`src/rtl/plm_ram.sv`:
```
// Generic single write port, single read port RAM with registered read data.
// No dependencies.
module plm_ram #(
   parameter int WIDTH = 8,
   parameter int DEPTH = 64
) (
   input  logic                                   clock,
   input  logic                                   wr_en,
   input  logic [((DEPTH > 1) ? $clog2(DEPTH) : 1)-1:0] wr_addr,
   input  logic [WIDTH-1:0]                       wr_data,
   input  logic                                   rd_en,
   input  logic [((DEPTH > 1) ? $clog2(DEPTH) : 1)-1:0] rd_addr,
   output logic [WIDTH-1:0]                       rd_data
);

   logic [WIDTH-1:0] mem [DEPTH];
   logic [WIDTH-1:0] rd_data_ff;

   // write port
   always_ff @(posedge clock) begin
      if (wr_en) begin
         mem[wr_addr] <= wr_data;
      end
   end

   // registered read port, holds while rd_en is low
   always_ff @(posedge clock) begin
      if (rd_en) begin
         rd_data_ff <= mem[rd_addr];
      end
   end

   assign rd_data = rd_data_ff;

endmodule

```
`config.mk`:
```
export PLATFORM = sky130hd
export DESIGN_NAME = plm_ram
export DESIGN_NICKNAME = d
export VERILOG_FILES = /design/src/rtl/plm_ram.sv
export SDC_FILE = /design/constraint.sdc
export NUM_CORES = 1
export LEC_CHECK = 0
export BUFFER_PORTS_ARGS = -buffer_cell sky130_fd_sc_hd__buf_2
export CORE_ASPECT_RATIO = 1.4
export CORE_MARGIN = 5
export CORE_UTILIZATION = 56
export DETAILED_ROUTE_END_ITERATION = 12
export PLACE_DENSITY = 0.75
export SYNTH_ARGS = -nofsm -noshare
export SYNTH_HDL_FRONTEND = slang
export SYNTH_SLANG_ARGS = --single-unit
```
`constraint.sdc`:
```
create_clock -name clock -period 2 [get_ports clock]
set_input_delay 0.1 -clock clock [delete_from_list [all_inputs] [get_ports clock]]
set_output_delay 0.1 -clock clock [all_outputs]
set_load 0.05 [all_outputs]
```
==> results.md <==
- WL/cell: 28.3 µm
- Setup Skew: 0.0123 ns
- Yosys reg bits: 520
- RR Startpoint: mem[21][4]$_DFFE_PP_
- Number of instances in the placed design: 1,524
- Die area: 40,100 µm²
- Fin cells: 1,603
- Worst min path class: primary input to register
- Seq/Total Area, Yosys: 77.1%
- H-tree levels: 2
- Arr. time, crit path: 2.31 ns
- IO Port Bufs: 30
- Crit path capture type: register
- Initial antenna violation count: 1
- Unrepaired setup endpoints after global routing: true
- Vias in the first global route: 10,700
- DRC errors left: 0
- Gpl congestion: 0.866
- Total power draw: 22.1 mW
- Fraction of registers with async set/reset: 0%
- Avg Vias per Cell: 6.36
- CP top delay family: multiplexers
- Setup slack after layout: -0.0233 ns
- Fin. Hold Viols: 0
- DRT iter0 DRCs: 1,028
- Core Box Area: 35,800 µm²
- Vias: 10,200
- Most frequent cell after synthesis: edfxtp_1
- Final setup viols: 1
- Final wirelength: 45,400 µm
- Crit-path max cell delay: 0.49 ns
- Stages on worst setup path: 5
- CP max stage cell: mux4_2
- CP Cell Sequence: mux4_2 -> mux2_4 -> o221a_4 -> nor3_4 -> o32ai_2
- Latest clock arrival within the worst-skew pair: 0.56 ns
- Crit path time final: 2.02 ns
- Post-synth EDFFs: 520
- Path depth of the worst reg2reg path: 5
- Cell taking the most area after synthesis: edfxtp_1
- Post-DP Area: 21,900 µm²
- Clock slew at reported path FFs: 0.07 ns
- N_diodes: 0
- Leakage: 7.65 nW
- Util after Layout: 65.7%
- Clock sink count: 520
- Fill cells: 2,238
- Maximum clock path buffer count: 3
- Crit path buffers/inverters: 0
- Hpwl dp: 29,600 µm
- Synth top area cells: edfxtp_1 77%, mux4_2 14%, nor2_1 1.5%, mux2i_1 1.1%, mux2_2 0.72%
- Worst hold slack: 0.0619 ns
- Failing checks: negative setup slack
- First-pass GRT wire length: 67,900 µm
- Share of layout cells above drive strength 1: 34.1%
- Max Fclk: 0.494 GHz
- Pre-CTS WS: -0.439 ns
- Aggregate global-route resource usage: 23.1%
- Total gr overflow: 0
- Cell Area, Synth: 20,200 µm²
- Layout Nets: 1,133
- CP Launch Type: register
- Post-Syn Nets: 963
- Synth cell count leaders: 520 x edfxtp_1, 126 x mux4_2, 83 x nor2_1
- Slew of the pin with the lowest slew margin: 1.19 ns
- Die H: 235 µm
- Status: complete, but fails checks
- Clock root cell: clkbuf_16
- R2R Path End: rd_data[4]$_DFFE_PP_
- Setup bufs post-CTS: 0
- CP required: 2.29 ns
- Critical Path Start: mem[21][4]$_DFFE_PP_
- Max VDD drop: 0.788 mV
- Area grow syn2layout: 16.2%
- DR pass1 iterations: 5
- Largest net degree at the start of global routing: 65
- R2R setup slack: -0.02 ns
- CP max FO: 1
- Row cnt: 82
- Routed Antenna Nets: 0
- Setup TNS: -0.0233 ns
- Max-Cap Viols: 0
- Average instance area after synthesis: 21.5 µm²
- Critical path type: register to register
- Post-route clock period utilization: 101%
- Slew margin rel.: 20.5%
- Top_reg_cell synth: edfxtp_1
- Pwr Density: 941 nW/µm²
- Synth warn: 0
- Fin area: 23,500 µm²
- Die Wd: 171 µm
- Area fraction of the dominant cell type after synthesis: 77.1%
- CP endpoint: rd_data[4]$_DFFE_PP_
- Starting Density: 56.5%
- Number of max-slew violations in the final report: 0
- Post-synth cell types: 39
- Post-synthesis cell count: 940
- Total CTS buffers: 45
- Ports: 31
- CTS tree: yes
==> cells by family after synthesis <==
group / Yosys count / share of synthesized area (%)
AND/OR/NAND/NOR: 153 / 3.37
AO/OA/AOI/OAI: 54 / 2.06
flip-flops: 520 / 77.1
multiplexers: 162 / 15.9
buffers and inverters: 51 / 1.56
==> metal layers <==
metal  up-vias  routed length [µm]  GRT usage [%]  share of wire [%]
met5         -                  20              0              0.044
met4         2                1630           7.80                3.6
met3       100                3340           3.33                7.4
met2       513               24400           40.4                 54
met1      5328               15900           29.9                 35
li1       4249                   -              -                  -
==> cell type report <==
cell class	instances	area (µm²)	area share, %
tap	462	578	2.46
multi-input combinational	369	4440	18.9
sequential	520	15600	66.3
clock inverter	28	308	1.31
timing repair buffer	174	1450	6.17
clock buffer	50	1140	4.86
==> flip-flops by register name, summed over array words and instances (netlist names) <==
| register | count |
|---|---|
| rd_data | 8 |
| mem | 512 |
==> power by group <==
| part | internal [mW] | switching [mW] |
|---|---|---|
| Combinational | 0.539 | 0.772 |
| Clock | 5.01 | 3.71 |
| Sequential | 12.1 | 0.0312 |
| Total | 17.6 | 4.51 |
==> timing repair <==
| item | CTS | global route |
|---|---|---|
| endpoints found under the hold margin | 8 | 0 |
| setup endpoints to repair | 6 | 8 |
| gates resized for setup | 13 | 12 |
| hold buffers | 1 | 0 |
| pin swaps | 3 | 3 |
==> placed cells by master, fill, tap and decap left out, types with 5 or more instances in the layout <==
cell,netlist,final
clkbuf_1,17,5
nor2b_1,14,14
mux2_2,13,10
clkinv_2,0,8
nand2_1,19,19
buf_4,13,128
nor3_1,7,5
nand2b_1,7,7
bufinv_16,0,7
nor2_1,83,80
mux4_2,126,126
nand3_1,13,13
mux2i_1,23,23
clkbuf_16,0,45
o22ai_1,8,7
buf_12,2,16
buf_2,11,27
clkinv_1,0,11
o221ai_1,8,8
edfxtp_1,520,520
==> how the worst min path moves through the flow <==
stage,start,to,slack [ns],depth (start not counted)
floorplan,wr_data[0],mem[0][0]$_DFFE_PP_,0.20,0
global placement,rd_en,rd_data[2]$_DFFE_PP_,0.48,1
detailed placement,rd_en,rd_data[2]$_DFFE_PP_,0.47,1
CTS,wr_data[2],mem[33][2]$_DFFE_PP_,0.05,2
global route,wr_data[2],mem[32][2]$_DFFE_PP_,0.06,2
finish,wr_data[2],mem[32][2]$_DFFE_PP_,0.06,2
(Power assumes the default switching activity.)
