===== src/rtl/plm_pkg.sv =====
// Package for the parameter limit monitor: table size, command and status
// codes, and the packed types for the request word, table entry and result word.
// No dependencies.
package plm_pkg;

   // Table size and entry address width
   localparam int NUM_ENTRIES = 64;
   localparam int IDX_W       = (NUM_ENTRIES > 1) ? $clog2(NUM_ENTRIES) : 1;

   // Field widths
   localparam int CMD_W   = 2;
   localparam int INDEX_W = 16;
   localparam int IVL_W   = 16;
   localparam int LIMIT_W = 64;
   localparam int EVID_W  = 16;
   localparam int ST_W    = 2;

   // Command codes
   localparam logic [CMD_W-1:0] CMD_ENABLE  = 2'd0;
   localparam logic [CMD_W-1:0] CMD_DISABLE = 2'd1;
   localparam logic [CMD_W-1:0] CMD_DEFINE  = 2'd2;
   localparam logic [CMD_W-1:0] CMD_CHECK   = 2'd3;

   // Monitor status codes
   localparam logic [ST_W-1:0] ST_UNSELECTED = 2'd0;
   localparam logic [ST_W-1:0] ST_UNCHECKED  = 2'd1;
   localparam logic [ST_W-1:0] ST_VALID      = 2'd2;
   localparam logic [ST_W-1:0] ST_INVALID    = 2'd3;

   // One request word
   typedef struct packed {
      logic [CMD_W-1:0]   cmd;
      logic [INDEX_W-1:0] index;
      logic [IVL_W-1:0]   interval;
      logic [LIMIT_W-1:0] low_limit;
      logic [EVID_W-1:0]  low_event_id;
      logic [LIMIT_W-1:0] high_limit;
      logic [EVID_W-1:0]  high_event_id;
      logic [LIMIT_W-1:0] sample;
   } req_type;

   // One table entry
   typedef struct packed {
      logic               enabled;
      logic [IVL_W-1:0]   interval;
      logic [IVL_W-1:0]   counter;
      logic [ST_W-1:0]    status;
      logic [ST_W-1:0]    prior;
      logic [LIMIT_W-1:0] low_limit;
      logic [LIMIT_W-1:0] high_limit;
      logic [EVID_W-1:0]  low_event_id;
      logic [EVID_W-1:0]  high_event_id;
   } entry_type;

   localparam int ENTRY_W = $bits(entry_type);

   // One result word
   typedef struct packed {
      logic              accepted;
      logic              event_valid;
      logic [EVID_W-1:0] event_id;
      logic [ST_W-1:0]   entry_status;
      logic [ST_W-1:0]   prior_status;
   } rsp_type;

   // Contents of an entry that was never written since reset
   function automatic entry_type entry_reset();
      entry_type e;
      e          = '0;
      e.interval = IVL_W'(1);
      e.status   = ST_UNSELECTED;
      e.prior    = ST_UNSELECTED;
      return e;
   endfunction

endpackage


===== src/rtl/plm_update.sv =====
// Entry update logic: applies one command word to the current table entry and
// forms the next entry and the result word. Depends on plm_pkg.
module plm_update
   import plm_pkg::*;
(
   input  req_type   req,
   input  entry_type cur,
   output entry_type nxt,
   output logic      wr_en,
   output rsp_type   rsp
);

   logic              in_range;
   logic              ev;
   logic [EVID_W-1:0] eid;
   logic              above_high;
   logic              below_low;
   logic              strictly_in;

   assign in_range    = (req.index < INDEX_W'(NUM_ENTRIES));
   assign above_high  = (req.sample > cur.high_limit);
   assign below_low   = (req.sample < cur.low_limit);
   assign strictly_in = (req.sample < cur.high_limit) && (req.sample > cur.low_limit);

   // next entry contents and event
   always_comb begin
      nxt = cur;
      ev  = 1'b0;
      eid = '0;
      case (req.cmd)
         CMD_ENABLE: begin
            nxt.enabled = 1'b1;
            nxt.counter = '0;
            nxt.status  = ST_UNCHECKED;
         end
         CMD_DISABLE: begin
            nxt.enabled = 1'b0;
         end
         CMD_DEFINE: begin
            nxt.interval      = req.interval;
            nxt.counter       = '0;
            nxt.status        = ST_UNCHECKED;
            nxt.low_limit     = req.low_limit;
            nxt.high_limit    = req.high_limit;
            nxt.low_event_id  = req.low_event_id;
            nxt.high_event_id = req.high_event_id;
         end
         CMD_CHECK: begin
            if (cur.enabled) begin
               if (cur.counter < cur.interval) begin
                  nxt.counter = IVL_W'(cur.counter + IVL_W'(1));
               end else begin
                  nxt.counter = '0;
                  case (cur.status)
                     ST_UNSELECTED: begin
                     end
                     ST_INVALID: begin
                        // recovery needs a value strictly between the limits
                        if (strictly_in) begin
                           nxt.prior  = cur.status;
                           nxt.status = ST_VALID;
                        end
                     end
                     default: begin
                        // unchecked or valid; the high test wins
                        if (above_high) begin
                           ev         = 1'b1;
                           eid        = cur.high_event_id;
                           nxt.prior  = cur.status;
                           nxt.status = ST_INVALID;
                        end else if (below_low) begin
                           ev         = 1'b1;
                           eid        = cur.low_event_id;
                           nxt.prior  = cur.status;
                           nxt.status = ST_INVALID;
                        end else if (cur.status == ST_UNCHECKED) begin
                           nxt.prior  = cur.status;
                           nxt.status = ST_VALID;
                        end
                     end
                  endcase
               end
            end
         end
         default: begin
            nxt = cur;
         end
      endcase
   end

   // result word; a bad index gives all zeros and no write
   always_comb begin
      wr_en = in_range;
      if (in_range) begin
         rsp.accepted     = 1'b1;
         rsp.event_valid  = ev;
         rsp.event_id     = eid;
         rsp.entry_status = nxt.status;
         rsp.prior_status = nxt.prior;
      end else begin
         rsp = '0;
      end
   end

endmodule


===== config.mk =====
export PLATFORM = sky130hd
export DESIGN_NAME = plm_update
export DESIGN_NICKNAME = d
export VERILOG_FILES = /design/src/rtl/plm_pkg.sv /design/src/rtl/plm_update.sv
export SDC_FILE = /design/constraint.sdc
export NUM_CORES = 1
export LEC_CHECK = 0
export ABC_AREA = 1
export BUFFER_PORTS_ARGS = -buffer_cell sky130_fd_sc_hd__buf_4
export CORE_AREA = 2 2 260 262
export DETAILED_ROUTE_END_ITERATION = 8
export DIE_AREA = 0 0 262 264
export SLEW_MARGIN = 20
export SYNTH_ARGS = -nofsm -noshare
export SYNTH_HDL_FRONTEND = slang
export SYNTH_SLANG_ARGS = --single-unit
export TNS_END_PERCENT = 5

===== constraint.sdc =====
create_clock -name vclk -period 5.4
set_input_delay 0.81 -clock vclk [all_inputs]
set_output_delay 0.81 -clock vclk [all_outputs]
set_load 0.02 [all_outputs]

==> results.yml <==
setup_path:
  cpPeakStageDelay_ns: 0.36
  cpMaxStageDelayCell: "ha_1"
  required_ns: 4.59
  critPathArrivalTime_ns: 3.63
  cp_cell_sequence: "buf_4 -> inv_1 -> ha_1 -> nand4_1 -> nor3_2 -> nand3_1 -> nor2_1 -> nand2_1 -> nand2_2 -> nand2_4 -> nand2_4 -> nand4_4 -> nor2_1 -> buf_4"
  endpoint_kind: "primary output"
  path_class: "in2out"
  start_kind: "input port"
  critPathMaxFanout: 33
timing:
  period_share: 0.823
  period_needed_ns: 4.44
  finalHoldViolCount: 0
  tns_ns: 0
  finalSetupViolCount: 0
  fmax_ghz: 0.225
  relSlewSlack: 0.344
  rsz0062_at_grt: "no"
  tightest_slew_ns: 0.984
  slew_viol_final: 0
  worst_hold_slack_ns: 1.95
global_route:
  grt_use_met3: 0.0114
  grt_overflow_total: 0
  grtUsageTotal: 0.107
  grt_start_max_net_pins: 84
  grt_antenna_before_repair: 1
  met1_usage: 0.125
  grt_pass1_wl_um: 56700
  grt_busiest_layer: "met2"
  grt_pass1_vias: 9711
  grtUsageMet2: 0.207
finish:
  clock_buffers: 0
  nFlopsAndLatches: 0
  final_nets: 2475
  finish.utilization: 0.193
  n_fill_cell: 7643
  drive_above_1_share: 0.393
  layout_common_cells: "buf_4, a21oi_1, nor2_1, inv_1, nand2_1"
  multi_input_area_mm2: 0.00572
  final_common_cell: "buf_4"
  design_area_mm2: 0.0128
  area_growth_pct: 90.0
  regArea_um2: 0
synthesis:
  yosysWarnings: 0
  seq_area_frac_synth: 0
  syn_area_mm2: 0.00675
  syn_area_per_cell_um2: 5.49
  synth.distinct_cells: 40
  synth_nets: 1833
  syn_inst: 1230
route:
  vias_per_cell: 3.68
  wire_per_inst_um: 14.8
  num_vias: 10096
  ant_nets: 0
  wl_um: 40600
  first_iter_violations: 407
  drtPass1Iterations: 5
  remaining_drc_errors: 0
pwr:
  pwr_density_cell_mw_per_mm2: 90.5
  irDropWorstVdd_mv: 0.0354
  leakage_nw: 7.22
clock_tree:
  cts-resized-gates: 0
  cts_setup_buffers: 0
  ctsHoldBuffers: 0
outcome:
  status: "completed"
job:
  maxCapViolCount: 0
placed_design:
  dpl-instance-area_mm2: 0.0128
  port_buffers: 669
  place_congestion: 0.912
  hpwl_um: 37100
floorplan:
  row_count: 95
  start_util: 0.101
  die-height_um: 264
  die-area_mm2: 0.0692
  core_mm2: 0.0666
  ioPinCount: 675
  die_w_um: 262
worst_hold_path:
  hold_path_class: "in2out"
[Yosys cell counts, types with 6 or more instances]
| cell type | n | area (um^2) |
|---|---|---|
| xor2_1 | 8 | 70.1 |
| ha_1 | 148 | 1850 |
| inv_1 | 223 | 837 |
| nand3_1 | 18 | 90.1 |
| nor3_1 | 13 | 65.1 |
| nand2_1 | 192 | 721 |
| nand4_1 | 12 | 75.1 |
| clkbuf_1 | 36 | 135 |
| a21oi_1 | 227 | 1140 |
| inv_2 | 6 | 22.5 |
| nor2_1 | 225 | 845 |
| o21ai_0 | 39 | 195 |
| nand2_2 | 8 | 50.1 |
| o22ai_1 | 10 | 62.6 |
| mux2_2 | 19 | 214 |
[where the power goes]
group	switching, mW	total (mW)	internal (mW)
Sequential	0	0	0
Clock	0	0.0000000251	0.0000000251
Combinational	0.626	1.16	0.535
Total	0.626	1.16	0.535
[metrics by stage]
stage	setup slack [ns]	total power [mW]	instances
3_3_place_gp	0.788	1.16	2743
4_1_cts	0.758	1.18	2743
3_5_place_dp	0.761	1.17	2743
6_report	0.957	1.16	2744
2_1_floorplan	2.06	0.553	1230
5_1_grt	0.491	1.28	2743
[critical path: cells and delay by family]
kind | cells | cell delay [ns]
buf+inv | 3 | 0.43
simple gates | 10 | 2.01
fa+ha+maj | 1 | 0.36
[cells by family (layout without fill, tap and decap cells)]
| kind of cell | count (synthesis) | count (layout) | share of synthesized area |
|---|---|---|---|
| multiplexers | 19 | 19 | 0.0317 |
| other | 0 | 1 | 0 |
| adder cells (fa/ha/maj) | 148 | 148 | 0.274 |
| AO/OA/AOI/OAI | 296 | 296 | 0.228 |
| XOR/XNOR | 9 | 9 | 0.0117 |
| buffers and inverters | 272 | 912 | 0.153 |
| AND/OR/NAND/NOR | 486 | 486 | 0.301 |
[worst paths after layout]
check,cells after the start,slack [ns],from,endpoint
worst min-delay path,3,1.95,req[80],nxt[32]
worst max-delay path,14,0.96,cur[95],rsp[10]
[metal layers]
layer	wire (um)	up-vias	part of all wire
met1	16100	4333	0.40
li1	-	5265	-
met3	2890	32	0.071
met4	1050	0	0.026
met5	0	-	0
met2	20500	466	0.51
[final cells by class]
type,count,area share
Inverter,229,0.0670
Tap cell,873,0.0851
Timing Repair Buffer,683,0.402
Multi-Input combinational cell,958,0.446
Antenna cell,1,0.000195
Power figures use the tool's default switching activity.
